**src/rtl/cst_pkg.sv**
```systemverilog
`timescale 1ns / 1ps
package cst_pkg;

   typedef enum logic [6:0] {
      MODE_IDLE    = 7'b0000001,
      MODE_IDENT   = 7'b0000010,
      MODE_NUM     = 7'b0000100,
      MODE_CHAR    = 7'b0001000,
      MODE_STR     = 7'b0010000,
      MODE_SYM     = 7'b0100000,
      MODE_COMMENT = 7'b1000000
   } mode_type;

   localparam logic [5:0] KIND_IDENT  = 6'd0;
   localparam logic [5:0] KIND_INT    = 6'd1;
   localparam logic [5:0] KIND_FLOAT  = 6'd2;
   localparam logic [5:0] KIND_CHAR   = 6'd3;
   localparam logic [5:0] KIND_STRING = 6'd4;

   localparam logic [3:0] ERR_NONE       = 4'd0;
   localparam logic [3:0] ERR_IDENT_LONG = 4'd1;
   localparam logic [3:0] ERR_NUM_LONG   = 4'd2;
   localparam logic [3:0] ERR_TWO_POINT  = 4'd3;
   localparam logic [3:0] ERR_X_POINT    = 4'd4;
   localparam logic [3:0] ERR_X_PLACE    = 4'd5;
   localparam logic [3:0] ERR_FLOAT_LET  = 4'd6;
   localparam logic [3:0] ERR_HEX_LET    = 4'd7;
   localparam logic [3:0] ERR_CHAR       = 4'd8;
   localparam logic [3:0] ERR_STR_LONG   = 4'd9;
   localparam logic [3:0] ERR_BAD_BYTE   = 4'd10;

   localparam int LEN_BITS = 12;

   typedef struct packed {
      logic [5:0]  kind;
      logic [15:0] line;
      logic [15:0] column;
      logic [11:0] length;
      logic [3:0]  error;
      logic        done;
      logic        last;
   } result_type;

   typedef struct packed {
      logic       cnt;
      result_type r0;
      result_type r1;
   } entry_type;

   function automatic logic [5:0] single_kind(input logic [7:0] c);
      case (c)
         8'h2b: single_kind = 6'd5;
         8'h2d: single_kind = 6'd6;
         8'h2a: single_kind = 6'd7;
         8'h2f: single_kind = 6'd8;
         8'h25: single_kind = 6'd9;
         8'h28: single_kind = 6'd10;
         8'h29: single_kind = 6'd11;
         8'h7b: single_kind = 6'd12;
         8'h7d: single_kind = 6'd13;
         8'h5b: single_kind = 6'd14;
         8'h5d: single_kind = 6'd15;
         8'h3e: single_kind = 6'd16;
         8'h3c: single_kind = 6'd17;
         8'h3d: single_kind = 6'd18;
         8'h21: single_kind = 6'd19;
         8'h7c: single_kind = 6'd20;
         8'h26: single_kind = 6'd21;
         8'h7e: single_kind = 6'd22;
         8'h2e: single_kind = 6'd23;
         8'h3b: single_kind = 6'd24;
         default: single_kind = 6'd0;
      endcase
   endfunction

   function automatic logic [5:0] pair_kind(input logic [7:0] a, input logic [7:0] b);
      logic eq;
      eq = (b == 8'h3d);
      case (a)
         8'h2b: pair_kind = (b == 8'h2b) ? 6'd25 : (eq ? 6'd26 : 6'd0);
         8'h2d: pair_kind = (b == 8'h2d) ? 6'd27 : (eq ? 6'd28 :
                            ((b == 8'h3e) ? 6'd29 : 6'd0));
         8'h2f: pair_kind = eq ? 6'd30 : 6'd0;
         8'h2a: pair_kind = eq ? 6'd31 : 6'd0;
         8'h25: pair_kind = eq ? 6'd32 : 6'd0;
         8'h3e: pair_kind = eq ? 6'd33 : 6'd0;
         8'h3c: pair_kind = eq ? 6'd34 : 6'd0;
         8'h3d: pair_kind = eq ? 6'd35 : 6'd0;
         8'h21: pair_kind = eq ? 6'd36 : 6'd0;
         8'h7e: pair_kind = eq ? 6'd36 : 6'd0;
         8'h7c: pair_kind = (b == 8'h7c) ? 6'd37 : (eq ? 6'd38 : 6'd0);
         8'h26: pair_kind = (b == 8'h26) ? 6'd39 : (eq ? 6'd40 : 6'd0);
         default: pair_kind = 6'd0;
      endcase
   endfunction

   function automatic logic combinable(input logic [7:0] c);
      combinable = (c == 8'h2b) || (c == 8'h2d) || (c == 8'h2f) || (c == 8'h2a) ||
                   (c == 8'h25) || (c == 8'h3e) || (c == 8'h3c) || (c == 8'h3d) ||
                   (c == 8'h21) || (c == 8'h7c) || (c == 8'h26) || (c == 8'h7e);
   endfunction

endpackage

```
**src/rtl/c_source_tokenizer.sv**
```systemverilog
`timescale 1ns / 1ps
// C subset tokenizer, one source byte per beat.
// Input channel req_: req_ch is the next byte, req_end_of_input ends the source
// (a zero byte does the same). A beat is taken when req_valid and req_ready are high.
// Result channel rsp_: one beat per token, error or end marker; rsp_is_last marks
// the last beat caused by one input beat; rsp_input_done marks the end marker.
// Literals, pairs and lone symbols are queued with their last byte; identifiers,
// numbers and pending symbols once the byte after them is taken. Throughput: one
// byte per cycle while req_ready is high, set by the classifier loop in the front.
// A four-entry queue separates classifier and output; req_ready drops only
// when it is full, so output stalls back up to the input once four entries wait.
// Reset: position 1:1, no pending token, error cleared, queue empty.
// After the end marker all further bytes are taken and dropped until reset.
module c_source_tokenizer
   import cst_pkg::*;
#(
   parameter int MAX_IDENT_LEN  = 256,
   parameter int MAX_STRING_LEN = 2048,
   parameter int POSITION_BITS  = 16
) (
   input  logic        clock,
   input  logic        reset,
   input  logic        req_valid,
   output logic        req_ready,
   input  logic [7:0]  req_ch,
   input  logic        req_end_of_input,
   output logic        rsp_valid,
   input  logic        rsp_ready,
   output logic [5:0]  rsp_token_kind,
   output logic [15:0] rsp_token_line,
   output logic [15:0] rsp_start_column,
   output logic [11:0] rsp_token_length,
   output logic [3:0]  rsp_error_code,
   output logic        rsp_input_done,
   output logic        rsp_is_last
);

   logic q_push, q_full;
   entry_type q_entry;
   result_type res;

   cst_front #(
      .MAX_IDENT_LEN(MAX_IDENT_LEN),
      .MAX_STRING_LEN(MAX_STRING_LEN),
      .POSITION_BITS(POSITION_BITS)
   ) u_front (
      .clock(clock), .reset(reset),
      .in_valid(req_valid), .in_ready(req_ready),
      .in_ch(req_ch), .in_eoi(req_end_of_input),
      .q_push(q_push), .q_entry(q_entry), .q_full(q_full)
   );

   cst_back u_back (
      .clock(clock), .reset(reset),
      .q_push(q_push), .q_entry(q_entry), .q_full(q_full),
      .out_valid(rsp_valid), .out_ready(rsp_ready), .out_res(res)
   );

   assign rsp_token_kind   = res.kind;
   assign rsp_token_line   = res.line;
   assign rsp_start_column = res.column;
   assign rsp_token_length = res.length;
   assign rsp_error_code   = res.error;
   assign rsp_input_done   = res.done;
   assign rsp_is_last      = res.last;

endmodule

```
**src/rtl/cst_front.sv**
```systemverilog
`timescale 1ns / 1ps
module cst_front
   import cst_pkg::*;
#(
   parameter int MAX_IDENT_LEN  = 256,
   parameter int MAX_STRING_LEN = 2048,
   parameter int POSITION_BITS  = 16
) (
   input  logic            clock,
   input  logic            reset,
   input  logic            in_valid,
   output logic            in_ready,
   input  logic [7:0]      in_ch,
   input  logic            in_eoi,
   output logic            q_push,
   output entry_type       q_entry,
   input  logic            q_full
);

   localparam logic [POSITION_BITS-1:0] PMAX = {POSITION_BITS{1'b1}};
   localparam logic [LEN_BITS-1:0] IDENT_MAX = LEN_BITS'(MAX_IDENT_LEN);
   localparam logic [LEN_BITS:0] STR_MAX = (LEN_BITS+1)'(MAX_STRING_LEN);

   mode_type mode_ff, mode_in;
   logic [POSITION_BITS-1:0] line_ff, line_in, col_ff, col_in;
   logic [POSITION_BITS-1:0] tline_ff, tline_in, tcol_ff, tcol_in;
   logic [LEN_BITS:0] len_ff, len_in;
   logic [2:0] nf_ff, nf_in;
   logic [7:0] sym_ff, sym_in;
   logic esc_ff, esc_in;
   logic [3:0] err_ff, err_in;
   logic done_ff, done_in;

   logic [7:0] c;
   logic eoi, take;
   logic       n;
   result_type r [2];

   assign in_ready = !q_full;
   assign take = in_valid && in_ready;
   assign c = in_ch;
   assign eoi = in_eoi || (in_ch == 8'd0);

   function automatic logic [15:0] sat16(input logic [POSITION_BITS-1:0] v);
      if (POSITION_BITS > 16 && v > POSITION_BITS'(16'hffff)) sat16 = 16'hffff;
      else sat16 = 16'(v);
   endfunction

   function automatic logic [11:0] satl(input logic [LEN_BITS:0] v);
      satl = v[LEN_BITS] ? 12'hfff : v[LEN_BITS-1:0];
   endfunction

   always_comb begin
      logic alpha, digit, hexl, ws, restart, xx;
      logic [POSITION_BITS-1:0] pl, pc;
      logic [5:0] k;
      mode_in = mode_ff; line_in = line_ff; col_in = col_ff;
      tline_in = tline_ff; tcol_in = tcol_ff; len_in = len_ff;
      nf_in = nf_ff; sym_in = sym_ff; esc_in = esc_ff; err_in = err_ff;
      done_in = done_ff;
      n = 1'b0;
      r[0] = '0; r[1] = '0;
      restart = 1'b0;
      alpha = (c >= 8'h61 && c <= 8'h7a) || (c >= 8'h41 && c <= 8'h5a);
      digit = c >= 8'h30 && c <= 8'h39;
      hexl = (c >= 8'h61 && c <= 8'h66) || (c >= 8'h41 && c <= 8'h46);
      ws = c == 8'h20 || (c >= 8'd9 && c <= 8'd13);
      xx = c == 8'h78 || c == 8'h58;
      pl = line_ff; pc = col_ff;
      k = pair_kind(sym_ff, c);
      q_push = 1'b0;
      if (take && !done_ff) begin
         if (eoi) begin
            if (err_ff == ERR_NONE) begin
               case (mode_ff)
                  MODE_IDENT: begin
                     r[0] = '{KIND_IDENT, sat16(tline_ff), sat16(tcol_ff), satl(len_ff),
                              ERR_NONE, 1'b0, 1'b0}; n = 1'b1;
                  end
                  MODE_NUM: begin
                     r[0] = '{nf_ff[0] ? KIND_FLOAT : KIND_INT, sat16(tline_ff),
                              sat16(tcol_ff), satl(len_ff), ERR_NONE, 1'b0, 1'b0};
                     n = 1'b1;
                  end
                  MODE_CHAR: begin
                     r[0] = '{KIND_IDENT, sat16(tline_ff), sat16(tcol_ff), satl(len_ff),
                              ERR_CHAR, 1'b0, 1'b0}; n = 1'b1;
                     err_in = ERR_CHAR;
                  end
                  MODE_STR: begin
                     r[0] = '{KIND_STRING, sat16(tline_ff), sat16(tcol_ff), satl(len_ff),
                              ERR_NONE, 1'b0, 1'b0}; n = 1'b1;
                  end
                  MODE_SYM: begin
                     r[0] = '{single_kind(sym_ff), sat16(tline_ff), sat16(tcol_ff), 12'd1,
                              ERR_NONE, 1'b0, 1'b0}; n = 1'b1;
                  end
                  default: ;
               endcase
            end
            mode_in = MODE_IDLE;
            r[n] = '{KIND_IDENT, sat16(line_ff), sat16(col_ff), 12'd0, err_in, 1'b1, 1'b1};
            done_in = 1'b1;
            q_push = 1'b1;
         end else if (err_ff == ERR_NONE) begin
            if (c == 8'h0a) begin
               col_in = POSITION_BITS'(1);
               if (line_ff < PMAX) line_in = line_ff + 1'b1;
            end else if (col_ff < PMAX) begin
               col_in = col_ff + 1'b1;
            end
            case (mode_ff)
               MODE_IDLE: restart = 1'b1;
               MODE_IDENT: begin
                  if (alpha || digit) begin
                     if (len_ff[LEN_BITS-1:0] >= IDENT_MAX && MAX_IDENT_LEN < 4096
                         || len_ff[LEN_BITS]) err_in = ERR_IDENT_LONG;
                     else len_in = len_ff + 1'b1;
                  end else begin
                     r[0] = '{KIND_IDENT, sat16(tline_ff), sat16(tcol_ff), satl(len_ff),
                              ERR_NONE, 1'b0, 1'b0}; n = 1'b1;
                     mode_in = MODE_IDLE; restart = 1'b1;
                  end
               end
               MODE_NUM: begin
                  if (len_ff >= (LEN_BITS+1)'(MAX_IDENT_LEN)) err_in = ERR_NUM_LONG;
                  else if (!(digit || hexl || c == 8'h2e || xx)) begin
                     r[0] = '{nf_ff[0] ? KIND_FLOAT : KIND_INT, sat16(tline_ff),
                              sat16(tcol_ff), satl(len_ff), ERR_NONE, 1'b0, 1'b0};
                     n = 1'b1; mode_in = MODE_IDLE; restart = 1'b1;
                  end else begin
                     len_in = len_ff + 1'b1;
                     if (c == 8'h2e) begin
                        if (nf_ff[0]) err_in = ERR_TWO_POINT;
                        else nf_in[0] = 1'b1;
                     end else if (xx) begin
                        if (nf_ff[0]) err_in = ERR_X_POINT;
                        else if (len_ff != 13'd1 || !nf_ff[2]) err_in = ERR_X_PLACE;
                        else nf_in[1] = 1'b1;
                     end else if (hexl) begin
                        if (nf_ff[0]) begin
                           if (c != 8'h66 && c != 8'h46) err_in = ERR_FLOAT_LET;
                        end else if (!nf_ff[1]) err_in = ERR_HEX_LET;
                     end
                  end
               end
               MODE_CHAR: begin
                  len_in = len_ff + 1'b1;
                  if (len_ff == 13'd1 && c == 8'h5c) esc_in = 1'b1;
                  if (c == 8'h27) begin
                     if (len_ff == 13'd3 && !esc_in) err_in = ERR_CHAR;
                     else begin
                        r[0] = '{KIND_CHAR, sat16(tline_ff), sat16(tcol_ff), satl(len_in),
                                 ERR_NONE, 1'b0, 1'b0}; n = 1'b1;
                        mode_in = MODE_IDLE;
                     end
                  end else if (len_ff >= 13'd3) err_in = ERR_CHAR;
               end
               MODE_STR: begin
                  if (esc_ff) begin
                     len_in = len_ff + 1'b1; esc_in = 1'b0;
                  end else if (len_ff >= STR_MAX) err_in = ERR_STR_LONG;
                  else begin
                     len_in = len_ff + 1'b1;
                     if (c == 8'h22) begin
                        r[0] = '{KIND_STRING, sat16(tline_ff), sat16(tcol_ff), satl(len_in),
                                 ERR_NONE, 1'b0, 1'b0}; n = 1'b1;
                        mode_in = MODE_IDLE;
                     end else if (c == 8'h5c) esc_in = 1'b1;
                  end
               end
               MODE_SYM: begin
                  if (sym_ff == 8'h2f && c == 8'h2f) mode_in = MODE_COMMENT;
                  else if (k != 6'd0) begin
                     r[0] = '{k, sat16(tline_ff), sat16(tcol_ff), 12'd2, ERR_NONE,
                              1'b0, 1'b0}; n = 1'b1;
                     mode_in = MODE_IDLE;
                  end else begin
                     r[0] = '{single_kind(sym_ff), sat16(tline_ff), sat16(tcol_ff), 12'd1,
                              ERR_NONE, 1'b0, 1'b0}; n = 1'b1;
                     mode_in = MODE_IDLE; restart = 1'b1;
                  end
               end
               MODE_COMMENT: if (c == 8'h0a) mode_in = MODE_IDLE;
               default: begin
                  mode_in = MODE_IDLE; restart = 1'b1;
               end
            endcase
            if (err_in != ERR_NONE) begin
               r[0] = '{KIND_IDENT, sat16(tline_ff), sat16(tcol_ff), satl(len_in),
                        err_in, 1'b0, 1'b0}; n = 1'b1;
               mode_in = MODE_IDLE;
            end else if (restart && !ws) begin
               tline_in = pl; tcol_in = pc; len_in = (LEN_BITS+1)'(1);
               nf_in = 3'b000; esc_in = 1'b0;
               if (alpha) mode_in = MODE_IDENT;
               else if (digit) begin
                  mode_in = MODE_NUM;
                  if (c == 8'h30) nf_in = 3'b100;
               end else if (c == 8'h27) mode_in = MODE_CHAR;
               else if (c == 8'h22) mode_in = MODE_STR;
               else if (combinable(c)) begin
                  mode_in = MODE_SYM; sym_in = c;
               end else if (single_kind(c) != 6'd0) begin
                  r[n] = '{single_kind(c), sat16(pl), sat16(pc), 12'd1, ERR_NONE,
                           1'b0, 1'b0};
                  n = n + 1'b1;
               end else begin
                  err_in = ERR_BAD_BYTE;
                  r[n] = '{KIND_IDENT, sat16(pl), sat16(pc), 12'd1, ERR_BAD_BYTE,
                           1'b0, 1'b0};
                  n = n + 1'b1;
                  mode_in = MODE_IDLE;
               end
            end
            q_push = 1'b0;
            if (r[0].length != 12'd0 || r[1].length != 12'd0) q_push = 1'b1;
         end
      end
   end

   always_comb begin
      q_entry = '0;
      if (done_in && !done_ff) begin
         q_entry.cnt = n;
         q_entry.r0 = r[0];
         q_entry.r1 = r[1];
         q_entry.r0.last = !n;
         q_entry.r1.last = 1'b1;
      end else if (r[1].length != 12'd0) begin
         q_entry.cnt = 1'b1;
         q_entry.r0 = r[0];
         q_entry.r1 = r[1];
         q_entry.r1.last = 1'b1;
      end else begin
         q_entry.cnt = 1'b0;
         q_entry.r0 = r[0];
         q_entry.r0.last = 1'b1;
         q_entry.r1 = r[1];
      end
   end

   always_ff @(posedge clock) begin
      if (reset) begin
         mode_ff <= MODE_IDLE;
         line_ff <= POSITION_BITS'(1);
         col_ff <= POSITION_BITS'(1);
         tline_ff <= '0; tcol_ff <= '0; len_ff <= '0;
         nf_ff <= '0; sym_ff <= '0; esc_ff <= 1'b0; err_ff <= ERR_NONE;
         done_ff <= 1'b0;
      end else if (take) begin
         mode_ff <= mode_in; line_ff <= line_in; col_ff <= col_in;
         tline_ff <= tline_in; tcol_ff <= tcol_in; len_ff <= len_in;
         nf_ff <= nf_in; sym_ff <= sym_in; esc_ff <= esc_in; err_ff <= err_in;
         done_ff <= done_in;
      end
   end

endmodule

```
**src/rtl/cst_back.sv**
```systemverilog
`timescale 1ns / 1ps
module cst_back
   import cst_pkg::*;
(
   input  logic        clock,
   input  logic        reset,
   input  logic        q_push,
   input  entry_type   q_entry,
   output logic        q_full,
   output logic        out_valid,
   input  logic        out_ready,
   output result_type  out_res
);

   entry_type mem_ff [4];
   logic [1:0] wp_ff, rp_ff;
   logic [2:0] cnt_ff;
   logic sub_ff;
   logic pop;

   assign q_full = cnt_ff[2];
   assign out_valid = cnt_ff != 3'd0;
   assign out_res = sub_ff ? mem_ff[rp_ff].r1 : mem_ff[rp_ff].r0;
   assign pop = out_valid && out_ready && (sub_ff || !mem_ff[rp_ff].cnt);

   always_ff @(posedge clock) begin
      if (q_push) mem_ff[wp_ff] <= q_entry;
   end

   always_ff @(posedge clock) begin
      if (reset) begin
         wp_ff <= '0; rp_ff <= '0; cnt_ff <= '0; sub_ff <= 1'b0;
      end else begin
         if (q_push) wp_ff <= wp_ff + 1'b1;
         if (pop) begin
            rp_ff <= rp_ff + 1'b1; sub_ff <= 1'b0;
         end else if (out_valid && out_ready) sub_ff <= 1'b1;
         cnt_ff <= cnt_ff + {2'b0, q_push} - {2'b0, pop};
      end
   end

endmodule

```
**config.mk**
```make
export PLATFORM = sky130hd
export DESIGN_NAME = c_source_tokenizer
export DESIGN_NICKNAME = d
export VERILOG_FILES = /design/src/rtl/cst_pkg.sv /design/src/rtl/c_source_tokenizer.sv /design/src/rtl/cst_front.sv /design/src/rtl/cst_back.sv
export SDC_FILE = /design/constraint.sdc
export NUM_CORES = 1
export LEC_CHECK = 0
export BUFFER_PORTS_ARGS = -buffer_cell sky130_fd_sc_hd__buf_2
export CORE_MARGIN = 2
export CORE_UTILIZATION = 64
export CTS_BUF_LIST = sky130_fd_sc_hd__clkbuf_2 sky130_fd_sc_hd__clkbuf_4 sky130_fd_sc_hd__clkbuf_8
export DETAILED_ROUTE_END_ITERATION = 16
export GPL_ROUTABILITY_DRIVEN = 0
export PLACE_DENSITY = 0.82
export REMOVE_ABC_BUFFERS = 1
export SYNTH_ARGS = -nofsm -noshare
export SYNTH_HDL_FRONTEND = slang
export SYNTH_SLANG_ARGS = --single-unit
```
**constraint.sdc**
```tcl
create_clock -name clock -period 17.7 [get_ports clock]
set_clock_uncertainty 0.15 [all_clocks]
set_input_delay 0.885 -clock clock [delete_from_list [all_inputs] [get_ports clock]]
set_output_delay 0.885 -clock clock [all_outputs]
set_load 0.02 [all_outputs]
```
After elaboration in Yosys (flattened, before gate mapping)
Memory sizes are Yosys's and may differ from the RTL's. A register that Yosys moved wholly into a read port is not among the register bits.
Index checks and enable logic that the tools add are counted.

word-level totals
  register bits = 109
  memory bits (writable) = 452
  output and inout bits = 58
  logic and storage cells = 460
  memories kept = 1

memories
  memory         words  bits a word  read ports  clocked after memory_dff  write ports  line            RTL
  u_back.mem_ff  4      113          1           1                         1            cst_back.sv:15  entry_type mem_ff [4];

operators by class
  add/sub/neg operators = 8
  magnitude comparators = 20
  equality and inequality tests = 60
  muxes and demuxes = 277
  bitwise gates (word level) = 8
  reduce and logical (&&, ||, !) cells = 70

operators by type and width
  cell                                                                   count
  56-bit 2-to-1 mux                                                      24
  112-bit 2-to-1 mux                                                     10
  16-bit 2-to-1 mux                                                      50
  56-bit one-hot mux with 5 select lines                                 2
  112-bit bitwise mux                                                    3
  8-bit by 6-bit equality test with 1-bit output, second input constant  32
  113-bit 2-to-1 mux                                                     2
  5-bit one-hot mux with 20 select lines                                 2
  6-bit 2-to-1 mux                                                       33
  13-bit 2-to-1 mux                                                      11
  4-bit 2-to-1 mux                                                       35
  7-bit 2-to-1 mux                                                       20
  8-bit by 7-bit equality test with 1-bit output, second input constant  15
  56-bit demux with 1-bit select                                         2
  6-bit one-hot mux with 11 select lines                                 1
  1-bit 2-to-1 mux                                                       55
  53-bit 2-to-1 mux                                                      1
  52-bit 2-to-1 mux                                                      1
  13-bit one-hot mux with 4 select lines                                 1
  50-bit 2-to-1 mux                                                      1
  7-bit one-hot mux with 7 select lines                                  1
  12-bit 2-to-1 mux                                                      3
  12-bit nonzero test                                                    3
  16-bit by 1-bit adder with 16-bit output, second input constant        2
  other kinds (56)                                                       133

Depth between registers and ports, before layout
  depth in word-level cells = 54
  mapped depth = 21

By module
A second synthesis with hierarchy kept.

unflattened totals
  cell total of the unflattened synthesis = 1983
  area total of the unflattened synthesis = 26454.1 µm²

modules (own cells, without submodules)
  module     instances  cells each  area each (µm²)  sequential area each (µm²)
  cst_back   1          710         17692.0          13773.2
  cst_front  1          1273        8762.2           2021.9

Least setup slack after synthesis
No wires, ideal clock.

  kind = input -> register
  start = in req_ch[6]
  end = mem u_back.mem_ff[0][0] (netlist name) (enable)
  library setup time = 471 ps
  data arrival time = 6007 ps
  data required time = 17079 ps
  slack = 11072 ps
  stages on the path = 14
  path buffers = 3
  cells stage by stage = buf_2 or3b_2 clkbuf_2 or3_4 a41oi_1 a21oi_2 buf_4 nand3_1 ha_1 o211ai_1 nand4b_1 nor4_1 a211oi_2 and2_1

on the way
  word-level cells in the longest chain between the ends = 40
  elaborated cells between the ends (all ways) = 195
  classes of those cells = 12 x order compare; 28 x eq/ne; 113 x mux; 1 x bitwise; 41 x reduce/logical

ends and longest elaborated chain
  element                                         line                      RTL
  start: declaration                              c_source_tokenizer.sv:25  input logic [7:0] req_ch,
  8-bit by 7-bit equality test with 1-bit output  cst_front.sv:149          if (len_ff == 13'd1 && c == 8'h5c) esc_in = 1'b1;
  1-bit logical AND                               cst_front.sv:149
  1-bit 2-to-1 mux                                cst_front.sv:149
  1-bit 2-to-1 mux                                cst_front.sv:112          case (mode_ff)
  1-bit 2-to-1 mux                                cst_front.sv:105          end else if (err_ff == ERR_NONE) begin
  1-bit 2-to-1 mux                                cst_front.sv:73           if (eoi) begin
  1-bit 2-to-1 mux                                cst_front.sv:72           if (take && !done_ff) begin
  1-bit logical NOT                               cst_front.sv:151          if (len_ff == 13'd3 && !esc_in) err_in = ERR_CHAR;
  (+24 left out)                                  n/a
  12-bit nonzero test                             cst_front.sv:217          if (r[0].length != 12'd0 || r[1].length != 12'd0) q_push = 1'b1;
  1-bit logical OR                                cst_front.sv:217
  1-bit 2-to-1 mux                                cst_front.sv:217
  1-bit 2-to-1 mux                                cst_front.sv:105
  1-bit 2-to-1 mux (*)                            cst_front.sv:73
  1-bit 2-to-1 mux (*)                            cst_front.sv:72
  1-bit 2-to-1 mux (*)                            cst_back.sv:27            if (q_push) mem_ff[wp_ff] <= q_entry;
  1-bit 2-to-1 mux (implied by the code) (*)      cst_back.sv:27
  end: declaration                                cst_back.sv:15

Mark *: on every way between the ends. The rest lies on a longest branch, timed or not. The select of a mux whose other input is x is not followed.

Worst setup path in the final report
  start = reg u_front.len_ff[0]
  end = mem u_back.mem_ff[0][109] (netlist name) (enable)

on the way
  word-level cells in the longest chain between the ends = 40
  elaborated cells between the ends (all ways) = 107
  classes of those cells = 1 x add/sub; 6 x order compare; 3 x eq/ne; 85 x mux; 1 x bitwise; 11 x reduce/logical

ends and longest elaborated chain
  element                                          line              RTL
  start: declaration                               cst_front.sv:27   logic [LEN_BITS:0] len_ff, len_in;
  start signal: assignment                         cst_front.sv:253  tline_ff <= tline_in; tcol_ff <= tcol_in; len_ff <= len_in;
  13-bit by 1-bit equality test with 1-bit output  cst_front.sv:149
  1-bit logical AND                                cst_front.sv:149
  1-bit 2-to-1 mux                                 cst_front.sv:149
  1-bit 2-to-1 mux                                 cst_front.sv:112
  1-bit 2-to-1 mux                                 cst_front.sv:105
  1-bit 2-to-1 mux                                 cst_front.sv:73
  1-bit 2-to-1 mux                                 cst_front.sv:72
  1-bit logical NOT                                cst_front.sv:151
  (+24 left out)                                   n/a
  12-bit nonzero test                              cst_front.sv:217
  1-bit logical OR (*)                             cst_front.sv:217
  1-bit 2-to-1 mux (*)                             cst_front.sv:217
  1-bit 2-to-1 mux (*)                             cst_front.sv:105
  1-bit 2-to-1 mux (*)                             cst_front.sv:73
  1-bit 2-to-1 mux (*)                             cst_front.sv:72
  1-bit 2-to-1 mux (*)                             cst_back.sv:27
  1-bit 2-to-1 mux (implied by the code) (*)       cst_back.sv:27

Marked as above.

==> reports/results.tsv <==
metric	value	unit
placedCellCount	2527	
comb_power_share	20.7	%
clk_pin_slew	0.06	ns
place_area	0.02516	sq mm
postCtsSetupRepairBufs	0	
drtPass1Iterations	7	
route.detailed.drc	0	
synthesis.area	0.02459	sq mm
cts_tree	yes	
ys_seq_elements	515	
grt_pass1_wl	90.09	mm
max_cap_violations	0	
grt_max_degree	72	
switching_share	28.83	%
netlist_instances	2071	
power	3.039	mW
synthAdderAreaFrac	0.6921	%
routed_wl	57.93	mm
crit_fanout	68	
grt_overflow	0	
instances_no_fill	2672	
maxSlewViolCount	0	
finalSetupViolations	0	
ys_seq_area_share	58.38	%
startpoint_type	register	
initial_core_util	65.12	%
p_sw	876.1	uW
cts.htree.levels	3	
antenna_left	0	
fmax	155.7	MHz
rsz0062_at_grt	false	
die_h	200.0	um
async_flop_share	0	%
die-area	0.04000	sq mm
synth-simple-area-share	16.04	%
ioPinCount	71	
antenna_found_initial	0	
design_area	0.02676	sq mm
pwr-share-seq	47.0	%
rows	71	
synth-xor-area-share	1.532	%
dpl.hpwl	36.09	mm
hold_buffers	0	
grt.total_usage	29.31	%
vias	17440	
clkLatencyLatePin	0.62	ns
synth_top_family_by_area	simple AND/OR/NAND/NOR gates	
worst_ir_drop_vdd	69.54	uV
ys_warn_count	0	
wl_per_cell	21.68	um
period_share	36.28	%
synth_edf_count	404	
maxSlewHeadroom	19.42	%
cts_root_buffer	clkbuf_8	
hold_class	reg -> reg	
p_int	2.163	mW
numCtsBuffers	79	
drt_iter0_markers	2178	
final_nets	2123	
clock-sinks	515	
synth.area.mux_share	9.745	%
synth_compound_area_share	10.24	%
cp-end-kind	register	
tightest_slew	1.178	ns
core-area	0.03776	sq mm
die_x	200.0	um
via_per_inst	6.528	
cts_resized	0	
hold_viol	0	
synth.distinct_cells	93	
dominantRegCellSynth	edfxtp_1	
post-route-min-period	6.421	ns
finalSetupTns	0	ns
io_buffers	70	
diodes	0	
power.density	113.6	mW/mm^2
p_leak	8.900	nW
layout-drive-gt1-share	17.40	%
area_growth	8.839	%
cp.arrival	6.49	ns
critical_path_required	17.77	ns
post-route-util	70.88	%
status	completed	
p_clk_share	32.3	%
cts_buffer_depth	3	
criticalPathCategory	reg -> reg	
grt_pass1_vias	16850	
syn_area_per_cell	11.87	sq um
-- logic make-up (layout without fill, tap and decap cells) --
family | after synthesis | after routing
AND/OR/NAND/NOR | 789 | 789
flip-flops | 515 | 515
AO/OA/AOI/OAI | 395 | 395
buffers and inverters | 202 | 285
multiplexers | 113 | 113
XOR/XNOR | 43 | 43
adder cells (fa/ha/maj) | 13 | 13
other | 1 | 8
-- cells in the mapped netlist, drive strengths merged, types with 5 or more instances --
cell / count / area share [%]
buf: 45 / 0.95
a22o: 15 / 0.53
nand2b: 23 / 0.59
nand3: 66 / 1.4
dfxtp: 111 / 9.0
mux2i: 11 / 0.45
nand4b: 7 / 0.25
a21o: 5 / 0.15
o21ai: 85 / 1.7
xnor2: 24 / 0.85
a31o: 6 / 0.21
nand3b: 10 / 0.31
o22ai: 21 / 0.53
or2: 11 / 0.28
and2: 57 / 1.5
clkbuf: 107 / 1.6
o2bb2ai: 21 / 0.75
a21oi: 137 / 2.8
a211oi: 11 / 0.36
and3: 17 / 0.43
nor3b: 6 / 0.18
nand2: 291 / 4.5
o21a: 5 / 0.18
or4: 9 / 0.31
nand4: 19 / 0.48
ha: 12 / 0.61
xor2: 19 / 0.68
nor4b: 5 / 0.18
mux4: 101 / 9.3
a221oi: 5 / 0.20
nor3: 32 / 0.76
a211o: 5 / 0.18
o31ai: 6 / 0.18
nor4: 18 / 0.69
a31oi: 18 / 0.46
inv: 50 / 0.76
a32oi: 5 / 0.21
or3: 18 / 0.50
nor2: 161 / 2.5
nor2b: 17 / 0.43
edfxtp: 404 / 49
and4: 7 / 0.25
a22oi: 9 / 0.27
-- worst max-delay path: stages, from the launching register on --
cell,delay [ns]
dfxtp_1,0.56
ha_1,0.31
or4bb_1,0.54
nor4_4,0.27
a21boi_0,0.24
or2_1,0.29
a22oi_1,0.20
nand4_1,0.29
nor3_2,0.52
buf_4,0.34
nor4_1,0.12
a211oi_2,0.57
and2_4,0.61
buf_4,0.85
-- state kept, by name, summed over array words and instances (netlist names), named ones only --
| signal | count |
|---|---|
| u_front.mode_ff | 7 |
| u_back.wp_ff | 2 |
| u_back.mem_ff | 404 |
| u_front.len_ff | 13 |
| u_front.tline_ff | 16 |
| u_front.tcol_ff | 16 |
| u_front.col_ff | 16 |
| u_back.cnt_ff | 3 |
| u_front.nf_ff | 3 |
| u_front.sym_ff | 8 |
| u_front.err_ff | 4 |
| u_front.done_ff | 1 |
| u_front.esc_ff | 1 |
| u_front.line_ff | 16 |
| u_back.sub_ff | 1 |
| u_back.rp_ff | 2 |
-- final timing paths --
path,start,endpoint,slack (ns),cells past startpoint
setup / recovery,u_front.len_ff[0],u_back.mem_ff[0][109],11.28,13
hold / removal,u_front.nf_ff[2],u_front.nf_ff[2],0.30,2
setup reg to reg,u_front.len_ff[0],u_back.mem_ff[0][109],11.28,13
hold reg to reg,u_front.nf_ff[2],u_front.nf_ff[2],0.30,2
-- per-stage QoR --
stage / hold slack (ns) / setup WS (ns)
floorplan: 0.2708 / 10.61
global placement: 0.2874 / 11.12
detailed placement: 0.2965 / 10.94
CTS: 0.3053 / 11.42
global route: 0.3186 / 10.99
finish: 0.3031 / 11.28
-- cells in the final DEF (no fill, tap or decap), types with 23 or more instances in the layout --
master	instances
edfxtp_1	404
nand2_1	290
nor2_1	160
a21oi_1	136
dfxtp_1	108
mux4_2	101
clkbuf_8	87
o21ai_0	81
buf_2	69
nand3_1	64
and2_1	53
inv_1	49
clkbuf_4	34
nor3_1	28
xnor2_1	24
nand2b_1	23
-- routing by layer --
layer | vias up | part of all wire (%) | GRT usage, %
li1 | 7812 | - | -
met1 | 8410 | 39 | 38.15
met2 | 1027 | 48 | 48.24
met3 | 195 | 9.0 | 5.376
met4 | 0 | 4.1 | 13.91
met5 | - | 0 | 0
-- layout make-up --
cell class | count | area (sq um)
multi-input combinational | 1361 | 9468
clock inverter | 24 | 147.6
clock buffer | 121 | 1453
timing repair buffer | 90 | 503.0
sequential | 515 | 14360
inverter | 50 | 187.7
tap | 511 | 639.4
fill | 2520 | 10990
-- power by group through the flow --
stage                     registers (mW)  logic [mW]  clock network [mW]
after floorplan                     1.48       0.423                   0
after global placement              1.44       0.621                   0
after detailed placement            1.45       0.629                   0
after CTS                           1.43       0.632               0.998
after global routing                1.43       0.676                1.05
final                               1.43       0.630               0.982
Power figures use the tool's default switching activity.
